**config.mk**
```make
export PLATFORM = sky130hd
export DESIGN_NAME = word_span_enumerator
export DESIGN_NICKNAME = d
export VERILOG_FILES = /design/src/design/wse_pkg.sv /design/src/design/word_span_enumerator.sv
export SDC_FILE = /design/constraint.sdc
export NUM_CORES = 1
export LEC_CHECK = 0
export ABC_AREA = 1
export BUFFER_PORTS_ARGS = -buffer_cell sky130_fd_sc_hd__buf_4
export CAP_MARGIN = 20
export CORE_MARGIN = 5
export CORE_UTILIZATION = 40
export DETAILED_ROUTE_END_ITERATION = 16
export SLEW_MARGIN = 10
export SYNTH_ARGS = -nofsm -noshare
export SYNTH_HDL_FRONTEND = slang
export SYNTH_SLANG_ARGS = --single-unit
```
**constraint.sdc**
```tcl
create_clock -name clk -period 6.7 [get_ports clk]
set_input_delay 0.335 -clock clk [delete_from_list [all_inputs] [get_ports clk]]
set_output_delay 0.335 -clock clk [all_outputs]
set_load 0.03 [all_outputs]
```
**src/design/wse_pkg.sv**
```systemverilog
// Package for the word span enumerator: fixed field widths, character codes
// and limits shared by the design. No dependencies.
package wse_pkg;

  localparam int unsigned OUT_POS_BITS     = 16;
  localparam int unsigned LIMIT_BITS       = 5;
  localparam logic [4:0]  SPAN_LIMIT_RESET = 5'd3;

  localparam int unsigned MAX_RESULTS = 64;
  localparam int unsigned RES_CNT_BITS = $clog2(MAX_RESULTS + 1);

  localparam logic [7:0] CHAR_TAB   = 8'd9;
  localparam logic [7:0] CHAR_CR    = 8'd13;
  localparam logic [7:0] CHAR_SPACE = 8'd32;

  // C-locale isspace.
  function automatic logic is_space(input logic [7:0] ch);
    is_space = ((ch >= CHAR_TAB) && (ch <= CHAR_CR)) || (ch == CHAR_SPACE);
  endfunction

endpackage

```
**src/design/word_span_enumerator.sv**
```systemverilog
// Word span enumerator top level: word tracking window, span sequencer and
// output register. Depends on wse_pkg.
//
// Flow: a byte that starts no word and ends no text is taken in S_IDLE and leaves it
// there. A word start goes to S_OLD, which retires each stale or overflow start by
// walking it in S_EMIT (one span per cycle, held while the output stalls) before the
// word is appended; an end of text passes S_CLOSE and S_FIN, which drain every pending
// start the same way. Bytes are taken only in S_IDLE, so each waits for the last one.
// Reset (rst, synchronous) empties the window, clears position and word state, and sets
// span_limit to 3.
module word_span_enumerator #(
  parameter int unsigned WINDOW_WORDS = 8,
  parameter int unsigned POS_BITS     = 16
) (
  input  logic        clk,
  input  logic        rst,
  // Input stream.
  input  logic        s_tvalid,
  output logic        s_tready,
  input  logic [7:0]  s_tdata,   // [7:0] text_byte
  input  logic        s_tlast,   // final_byte
  // Result stream.
  output logic        m_tvalid,
  input  logic        m_tready,
  output logic [31:0] m_tdata,   // [15:0] span_begin, [31:16] span_finish
  output logic        m_tlast,   // last_span
  // Configuration: span_limit.
  input  logic        cfg_we,
  input  logic [4:0]  cfg_wdata
);

  localparam int unsigned OW = $clog2(WINDOW_WORDS);      // slot index width
  localparam int unsigned CW = $clog2(WINDOW_WORDS + 1);  // count width
  localparam int unsigned SW = CW + 1;                    // slot sum width
  localparam int unsigned RB = wse_pkg::RES_CNT_BITS;
  localparam logic [POS_BITS-1:0] POS_LIMIT = {POS_BITS{1'b1}};

  // Sequencer states.
  localparam logic [2:0] S_IDLE  = 3'd0;  // waiting for a byte
  localparam logic [2:0] S_OLD   = 3'd1;  // retire stale or overflow starts, then append
  localparam logic [2:0] S_EMIT  = 3'd2;  // walk the window for one start
  localparam logic [2:0] S_CLOSE = 3'd3;  // end of text: close an open word
  localparam logic [2:0] S_FIN   = 3'd4;  // end of text: drain the window

  logic [2:0]          state;
  logic [POS_BITS-1:0] pos;          // offset of the next byte
  logic                in_word;      // currently within a word
  logic [CW-1:0]       pending;      // starts held in the window
  logic [OW-1:0]       oldest;       // slot of the oldest start
  logic [CW-1:0]       k;            // walk offset from the oldest slot
  logic [POS_BITS-1:0] sbase;        // start of the span list being emitted
  logic [POS_BITS-1:0] wpos;         // start of the word being appended
  logic                fin_step;     // the current byte ends the text
  logic                drain;        // the walk belongs to the end-of-text drain
  logic [RB-1:0]       cnt;          // results written for the current byte
  logic [wse_pkg::LIMIT_BITS-1:0] span_limit;

  // Window of word starts and ends, one entry per pending word. Entries are
  // read only after they were written, so they need no reset.
  logic [POS_BITS-1:0] start_ring [WINDOW_WORDS];
  logic [POS_BITS-1:0] end_ring   [WINDOW_WORDS];

  // Slot arithmetic modulo the window size.
  logic [SW-1:0] sum_last, sum_app, sum_walk, sum_next;
  logic [OW-1:0] slot_last, slot_app, slot_walk, slot_next;

  assign sum_last  = SW'(oldest) + SW'(pending) - SW'(1);
  assign sum_app   = SW'(oldest) + SW'(pending);
  assign sum_walk  = SW'(oldest) + SW'(k);
  assign sum_next  = SW'(oldest) + SW'(1);
  assign slot_last = OW'((sum_last >= SW'(WINDOW_WORDS)) ? sum_last - SW'(WINDOW_WORDS) : sum_last);
  assign slot_app  = OW'((sum_app  >= SW'(WINDOW_WORDS)) ? sum_app  - SW'(WINDOW_WORDS) : sum_app);
  assign slot_walk = OW'((sum_walk >= SW'(WINDOW_WORDS)) ? sum_walk - SW'(WINDOW_WORDS) : sum_walk);
  assign slot_next = OW'((sum_next >= SW'(WINDOW_WORDS)) ? sum_next - SW'(WINDOW_WORDS) : sum_next);

  // One read address into the window serves every state.
  logic [OW-1:0]       rd_slot;
  logic [POS_BITS-1:0] start_rd, end_rd;

  assign rd_slot  = (state == S_EMIT) ? slot_walk : oldest;
  assign start_rd = start_ring[rd_slot];
  assign end_rd   = end_ring[rd_slot];

  // The shared difference and compare unit. While retiring stale starts it
  // measures the new word against the oldest start; while walking it measures
  // a window entry against the start whose list is being emitted.
  logic [POS_BITS-1:0] op_a, op_b, diff;
  logic                far;

  assign op_a = (state == S_OLD) ? wpos : start_rd;
  assign op_b = (state == S_OLD) ? start_rd : sbase;
  assign diff = op_a - op_b;
  assign far  = diff >= POS_BITS'(span_limit);

  // Byte classification at the accepting edge.
  logic accept, in_range, is_ws, word_open, word_close;

  assign s_tready   = (state == S_IDLE);
  assign accept     = s_tvalid && s_tready;
  assign in_range   = (pos != POS_LIMIT);
  assign is_ws      = wse_pkg::is_space(s_tdata);
  assign word_open  = in_range && !is_ws && !in_word;
  assign word_close = in_range && is_ws && in_word;

  // Walk control: the walk continues while entries remain inside the limit.
  logic walk_more, out_free, can_put, put_span;

  assign walk_more = (k < pending) && !far;
  assign out_free  = !m_tvalid || m_tready;
  assign can_put   = cnt < RB'(wse_pkg::MAX_RESULTS);
  assign put_span  = (state == S_EMIT) && walk_more && out_free && can_put;

  // Oldest start is due for retirement before the new word goes in.
  logic retire_old;
  assign retire_old = ((pending != '0) && far) || (pending == CW'(WINDOW_WORDS));

  always_ff @(posedge clk) begin
    if (rst) begin
      span_limit <= wse_pkg::SPAN_LIMIT_RESET;
    end else if (cfg_we) begin
      span_limit <= cfg_wdata;
    end
  end

  always_ff @(posedge clk) begin
    if (rst) begin
      state    <= S_IDLE;
      pos      <= '0;
      in_word  <= 1'b0;
      pending  <= '0;
      oldest   <= '0;
      k        <= '0;
      fin_step <= 1'b0;
      drain    <= 1'b0;
      cnt      <= '0;
    end else begin
      case (state)
        S_IDLE: begin
          if (accept) begin
            fin_step <= s_tlast;
            cnt      <= '0;
            wpos     <= pos;
            if (in_range) begin
              pos <= pos + POS_BITS'(1);
            end
            if (word_close) begin
              end_ring[slot_last] <= pos;
              in_word             <= 1'b0;
            end
            if (word_open) begin
              state <= S_OLD;
            end else if (s_tlast) begin
              state <= S_CLOSE;
            end
          end
        end
        S_OLD: begin
          if (retire_old) begin
            sbase <= start_rd;
            k     <= '0;
            drain <= 1'b0;
            state <= S_EMIT;
          end else begin
            // Append the new word; its end follows when it closes.
            start_ring[slot_app] <= wpos;
            end_ring[slot_app]   <= wpos;
            pending              <= pending + CW'(1);
            in_word              <= 1'b1;
            state                <= fin_step ? S_CLOSE : S_IDLE;
          end
        end
        S_EMIT: begin
          if (walk_more) begin
            // A span beyond the per-byte result cap is dropped, not stalled.
            if (out_free || !can_put) begin
              k <= k + CW'(1);
              if (can_put) begin
                cnt <= cnt + RB'(1);
              end
            end
          end else begin
            oldest  <= slot_next;
            pending <= pending - CW'(1);
            state   <= drain ? S_FIN : S_OLD;
          end
        end
        S_CLOSE: begin
          if (in_word && (pending != '0)) begin
            end_ring[slot_last] <= pos;
          end
          in_word <= 1'b0;
          state   <= S_FIN;
        end
        S_FIN: begin
          if (pending != '0) begin
            sbase <= start_rd;
            k     <= '0;
            drain <= 1'b1;
            state <= S_EMIT;
          end else begin
            // Text done: the next text starts at offset zero.
            pos     <= '0;
            oldest  <= '0;
            in_word <= 1'b0;
            state   <= S_IDLE;
          end
        end
        default: begin
          state <= S_IDLE;
        end
      endcase
    end
  end

  // Output register. The final span of a text is either the single span of
  // the last start in the drain, or the one that fills the result cap.
  always_ff @(posedge clk) begin
    if (rst) begin
      m_tvalid <= 1'b0;
    end else if (put_span) begin
      m_tvalid <= 1'b1;
    end else if (m_tready) begin
      m_tvalid <= 1'b0;
    end
  end

  always_ff @(posedge clk) begin
    if (put_span) begin
      m_tdata <= {wse_pkg::OUT_POS_BITS'(end_rd), wse_pkg::OUT_POS_BITS'(sbase)};
      m_tlast <= fin_step && ((cnt == RB'(wse_pkg::MAX_RESULTS - 1)) ||
                              (drain && (pending == CW'(1))));
    end
  end

  // The window never holds more starts than it has slots.
  a_pending_bound: assert property (@(posedge clk) disable iff (rst)
    pending <= CW'(WINDOW_WORDS))
    else $error("window holds more starts than slots");

  // A finished drain leaves the next text at offset zero with an empty window.
  a_drain_clears: assert property (@(posedge clk) disable iff (rst)
    (state == S_FIN) && (pending == '0) |=> (pos == '0) && (pending == '0) && !in_word)
    else $error("text end did not clear position and window");

  // Nothing is ever emitted past the per-byte result cap.
  a_cap: assert property (@(posedge clk) disable iff (rst)
    cnt <= RB'(wse_pkg::MAX_RESULTS))
    else $error("result count passed the cap");

  // A span goes out only while walking a non-empty window.
  a_put_ctx: assert property (@(posedge clk) disable iff (rst)
    put_span |-> (pending != '0) && (k < pending))
    else $error("span emitted outside a window walk");

endmodule
```
; After elaboration in Yosys (flattened, before gate mapping)
; Memory sizes are Yosys's and may differ from the RTL's. A register that Yosys moved wholly into a read port is not among the register bits.
; Cells that the tools add are included.
[classes]
add_sub_neg = 14
magnitude_cmp = 9
n_eq_ne = 21
muxes = 66
bitwise = 2
reduce_logical = 46
[op_table]
columns = operator, n
row1 = two-way mux 16 bit, 9
row2 = one-hot mux 16 bit (2 select lines), 2
row3 = two-way mux 3 bit, 13
row4 = two-way mux 7 bit, 4
row5 = two-way mux 4 bit, 6
row6 = two-way mux 1 bit, 22
row7 = "adder 16 x 1 -> 16 bit, second input constant", 1
row8 = >= comparator 16 x 5 -> 1 bit, 1
row9 = "!= test 16 bit, second input constant", 1
row10 = OR reduction 16 bit, 1
row11 = subtractor 16 bit, 1
row12 = ">= comparator 5 x 4 -> 1 bit, second input constant", 3
row13 = one-hot mux 3 bit (5 select lines), 1
row14 = AND reduction 3 bit, 5
row15 = AND reduction 5 bit, 3
row16 = logical AND 1 bit, 14
row17 = "!= test 2 bit, second input constant", 7
row18 = one-hot mux 7 bit (2 select lines), 1
row19 = one-hot mux 4 bit (3 select lines), 1
row20 = nonzero test 2 bit, 6
row21 = "subtractor 3 x 1 -> 3 bit, second input constant", 4
row22 = adder 3 x 4 -> 5 bit, 2
row23 = "adder 4 x 1 -> 4 bit, second input constant", 2
row24 = "equality test 8 x 6 -> 1 bit, second input constant", 1
row25 = 31 further kinds, 47
[word_totals]
reg_bits = 111
ram_bits = 256
inputBits = 19
out_inout_bits = 35
memories = 2
[mem_list]
columns = memory, words, word_bits, rd, rd_clocked_by_memory_dff, wr, line_no
row1 = end_ring, 8, 16, 1, 1, 1, word_span_enumerator.sv:61  ; logic [POS_BITS-1:0] end_ring [WINDOW_WORDS];
row2 = start_ring, 8, 16, 1, 0, 1, word_span_enumerator.sv:60  ; logic [POS_BITS-1:0] start_ring [WINDOW_WORDS];

; Longest topological paths before layout
; An unclocked memory read counts as a cell.
[logic_depth]
word_depth = 16
ltp_mapped = 40
depth_no_buf = 39

; Least setup slack after synthesis
; OpenSTA, ideal clock, no wires.
[synth_timing]
path_type = register to register
start = register oldest[0]
end = register m_tdata[0], enable pin
setup_ns = 0.467
t_arrival_ns = 6.297
required_time_ns = 6.233
setup_slack_ns = -0.063
stages_incl_launch_ff = 27
period_less_slack_ns = 6.763
path_cell_list = dfxtp_1 -> ha_1 -> inv_1 -> fa_1 -> o21ai_2 -> clkbuf_1 -> o21ai_0 -> o22ai_1 -> nand2_1 -> o21ai_0 -> inv_1 -> nand2_1 -> o21ai_0 -> ha_1 -> fa_1 -> inv_1 -> a31oi_1 -> xnor2_1 -> ha_1 -> nand3b_1 -> nor2_1 -> nand2_1 -> nor2_1 -> nand3_1 -> nor2_1 -> nand4_2 -> nor3_1
[synth_via]
elab_chain_cells = 13
[synth_lines]
columns = item, line_no
row1 = "start, declared", word_span_enumerator.sv:49  ; logic [OW-1:0] oldest;
row2 = "start signal, assigned", word_span_enumerator.sv:182  ; oldest <= slot_next;
row3 = adder 3 x 4 -> 5 bit, word_span_enumerator.sv:69  ; assign sum_walk = SW'(oldest) + SW'(k);
row4 = >= comparator 5 x 4 -> 1 bit / subtractor 3 x 1 -> 3 bit (equally long branches), word_span_enumerator.sv:73  ; assign slot_walk = OW'((sum_walk >= SW'(WINDOW_WORDS)) ? sum_walk - SW'(WINDOW_WORDS) : sum_walk);
row5 = two-way mux 3 bit, word_span_enumerator.sv:73
row6 = two-way mux 3 bit *, word_span_enumerator.sv:80  ; assign rd_slot = (state == S_EMIT) ? slot_walk : oldest;
row7 = memory (8 x 16 bit) *, n/a
row8 = net start_rd[0], word_span_enumerator.sv:78  ; logic [POS_BITS-1:0] start_rd, end_rd;
row9 = "two-way mux 16 bit, on equally long branches", "word_span_enumerator.sv:90, word_span_enumerator.sv:91"
row10 = subtractor 16 bit *, word_span_enumerator.sv:92  ; assign diff = op_a - op_b;
row11 = >= comparator 16 x 5 -> 1 bit *, word_span_enumerator.sv:93  ; assign far = diff >= POS_BITS'(span_limit);
row12 = zero test 1 bit *, word_span_enumerator.sv:108  ; assign walk_more = (k < pending) && !far;
row13 = logical AND 1 bit *, word_span_enumerator.sv:108
row14 = logical AND 1 bit * (3 in series), word_span_enumerator.sv:111  ; assign put_span = (state == S_EMIT) && walk_more && out_free && can_put;
row15 = net put_span, word_span_enumerator.sv:106  ; logic walk_more, out_free, can_put, put_span;
row16 = "end signal, assigned", word_span_enumerator.sv:229  ; m_tdata <= {wse_pkg::OUT_POS_BITS'(end_rd), wse_pkg::OUT_POS_BITS'(sbase)};
row17 = "end, declared", word_span_enumerator.sv:25  ; output logic [31:0] m_tdata,
; The timed path passes the listed nets; every way through them passes the cells marked *.
; A chain may end at the register's enable or synchronous reset.

; Worst setup path in the final report
[layout_timing]
start = register oldest[0]
end = memory end_ring[2][2], enable pin
[layout_via]
elab_chain_cells = 16
[layout_lines]
columns = item, line_no
row1 = adder 3 x 4 -> 5 bit, word_span_enumerator.sv:69
row2 = >= comparator 5 x 4 -> 1 bit / subtractor 3 x 1 -> 3 bit (equally long branches), word_span_enumerator.sv:73
row3 = two-way mux 3 bit, word_span_enumerator.sv:73
row4 = two-way mux 3 bit *, word_span_enumerator.sv:80
row5 = memory (8 x 16 bit) *, n/a
row6 = net start_rd[5], word_span_enumerator.sv:78
row7 = "two-way mux 16 bit, on equally long branches", "word_span_enumerator.sv:90, word_span_enumerator.sv:91"
row8 = subtractor 16 bit *, word_span_enumerator.sv:92
row9 = >= comparator 16 x 5 -> 1 bit *, word_span_enumerator.sv:93
row10 = logical AND 1 bit *, word_span_enumerator.sv:115  ; assign retire_old = ((pending != '0) && far) || (pending == CW'(WINDOW_WORDS));
row11 = logical OR 1 bit *, word_span_enumerator.sv:115
row12 = two-way mux 1 bit *, word_span_enumerator.sv:158  ; if (retire_old) begin
row13 = two-way mux 1 bit *, word_span_enumerator.sv:137  ; case (state)
row14 = two-way mux 1 bit *, word_span_enumerator.sv:126  ; if (rst) begin
row15 = two-way mux 1 bit (not written as such) *, word_span_enumerator.sv:166  ; end_ring[slot_app] <= wpos;
row16 = OR reduction 16 bit (no source line), n/a
row17 = two-way mux 3 bit (no source line) / two-way mux 1 bit (equally long branches), n/a
row18 = "end, declared", word_span_enumerator.sv:61
; Marks and branches as above.

==> results.tsv <==
metric	value	unit
Worst slew margin	30.1	%
arrival time at the worst endpoint	6.32	ns
register area share after synthesis	64.9	%
via/cell ratio	5.18	
Synthesized Nets	1608	
initial antenna violation count	0	
Row Count	73	
io pins	54	
max-cap violation count	0	
number of synthesized flops with an enable pin	321	
clock net sink count	367	
Antenna Nets Post-Route	0	
grt ovf	0	
count of buffers from port buffering	53	
Worst-path clk slew	0.06	ns
Worst Setup Path Type	reg2reg	
Setup TNS	0	ns
DIE AREA	0.0448	mm2
total number of vias	11332	
wirelength, routed	38.9	mm
P&R area growth vs syn	15.0	%
CP Buf/Inv Count	9	
Fill cells	3697	
Post-synth ARST share	0	%
Avg WL per Cell	17.8	um
largest family of logic cells by synthesized area	simple AND/OR/NAND/NOR gates	
top cells by area, synth	edfxtp_1, o21ai_0, nand2_1	
Final Hold Viols	0	
first-pass GRT wire length	60.8	mm
Most common cell on crit path	nand2_1	
#FFs+latches synth	367	
Placer Congestion	0.902	
Synth Area per Inst	10.5	um2
Final setup viols	0	
Syn Inst Count	1552	
CP required	6.92	ns
Netlist cell types	45	
number of global-route vias before repair	10952	
# diodes	0	
status	finished, final reports clean	
most instantiated cells after synthesis	edfxtp_1, nand2_1, nor2_1, o21ai_0, inv_1	
DRC violations left	0	
final slew viol count	0	
Initial DRT Pass Iterations	5	
achievable frequency	164	MHz
biggest area consumer among synthesized cells	edfxtp_1	
mux cell area share after synthesis	0	%
Final Skew	0.0208	ns
die width	212	um
Tcrit/Tclk final	91.1	%
maximum vdd drop	0.244	mV
Die Ht	212	um
highest-delay cell along the critical path	fa_1	
P_leak	6.93	nW
ys flop type	edfxtp_1	
largest net degree at the start of global routing	65	
Ys Warns	0	
Yosys top cell area share	59.2	%
Synth Area in Compound Gates	11.1	%
PwrDens	472	mW/mm2
Synth Area in Adders	2.98	%
crit path time final	6.10	ns
most common cell in the netlist	edfxtp_1	
DP HPWL	26.1	mm
drt initial violations	716	
critical path fanouts, max	16	
nets	1689	
Clock Latency Late Sink	0.55	ns
Synth Area in XOR/XNOR	0.915	%
Setup crit end kind	flip-flop	
GRT Overall Usage	17.1	%
Synth Cell Area	0.0163	mm2
core box area	0.0400	mm2
Root Driver	clkbuf_16	
crit start category	flip-flop	
Initial Utilization	40.7	%
cell family with most CP delay	simple AND/OR/NAND/NOR gates	
Worst Hold Class	in2reg	
CTS tree	done	
Slew @ Worst Pin	1.04	ns
Core Util, Final	46.8	%
total CTS buffers	40	
share of cells above drive strength 1	10.5	%
CP max stage delay	0.49	ns
Simple-Gate Fraction of Synth Area	15.3	%
CTS Buffer Depth	3	
H-tree lvl count	2	
-- layer usage --
layer | global-route usage, % | share of wire [%]
met5 | 0 | 0
met4 | 5.29 | 2.6
met3 | 2.64 | 3.9
met2 | 29.2 | 50
met1 | 22.7 | 44
-- power breakdown --
| part | total [mW] | switching, mW | internal [mW] | leakage, nW |
|---|---|---|---|---|
| combinational | 3.90 | 2.61 | 1.29 | 3.04 |
| clock | 2.01 | 0.860 | 1.15 | 0.581 |
| sequential | 2.91 | 0.129 | 2.78 | 3.31 |
| total | 8.83 | 3.60 | 5.23 | 6.93 |
-- registers in the layout, summed over array words and instances (netlist names) --
signal and count:
in_word 1, m_tdata 32, fin_step 1, cnt 7, m_tlast 1, pending 4
pos 16, span_limit 5, m_tvalid 1, state 3, k 4, drain 1
oldest 3, end_ring 128, sbase 16, wpos 16, start_ring 128
-- timing repair --
item | CTS | global route
resized for setup | 0 | 3
hold endpoints to repair | 2 | 0
hold buffers | 3 | 0
setup buffers | 0 | 3
setup endpoints to repair | 0 | 174
-- cell type report --
type	instances	area (um2)	area share [%]
Tap cell	525	657	3.51
Inverter	140	529	2.83
Clock buffer	48	1050	5.62
Sequential cell	367	10600	56.4
Clock inverter	22	126	0.675
Timing Repair Buffer	100	791	4.23
Multi-Input combinational cell	984	5000	26.7
-- layout by cell type, fill, tap and decap left out, types with 13 or more instances in the layout --
cell type  count
o21ai_0      191
nor3_1        15
clkinv_1      13
ha_1          34
edfxtp_1     321
inv_1        133
nand3_1       53
nand2_1      255
a21oi_1       53
clkbuf_16     41
nor2_1       237
a31oi_1       20
dfxtp_1       46
o22ai_1       40
buf_4         92
-- kinds of logic (layout without fill, tap and decap cells) --
| kind of cell | count (synthesis) | count (layout) |
|---|---|---|
| flops | 367 | 367 |
| xor+xnor | 17 | 17 |
| compound gates | 331 | 331 |
| buf+inv | 201 | 310 |
| simple gates | 599 | 599 |
| fa+ha+maj | 37 | 37 |
-- through the flow --
step,area (um2),hold WS [ns],std cells,setup slack (ns),power (mW)
final,18700,0.0147,2186,0.598,8.83
after global routing,18700,0.0109,2186,-0.0165,9.55
after CTS,18700,0.00383,2182,0.322,8.87
after detailed placement,17500,0.417,2109,0.346,6.84
after global placement,17400,0.414,2108,0.606,6.78
after floorplan,16300,0.408,1552,0.863,5.77
-- worst min-delay path: cells and delay by family --
family	cells	cell delay [ns]
AOI/OAI and AO/OA	1	0.05
buffers and inverters	1	0.09
and+or+nand+nor	1	0.05
-- worst paths after layout --
check	start	end	slack, ns	depth (start not counted)
worst max-delay path	oldest[0]	end_ring[2][2]	0.60	34
worst min-delay path	s_tlast	fin_step	0.01	3
worst max register to register	oldest[0]	end_ring[2][2]	0.60	34
worst min register to register	pos[2]	wpos[2]	0.43	0
No activity file was read; power rests on OpenSTA's default activity.
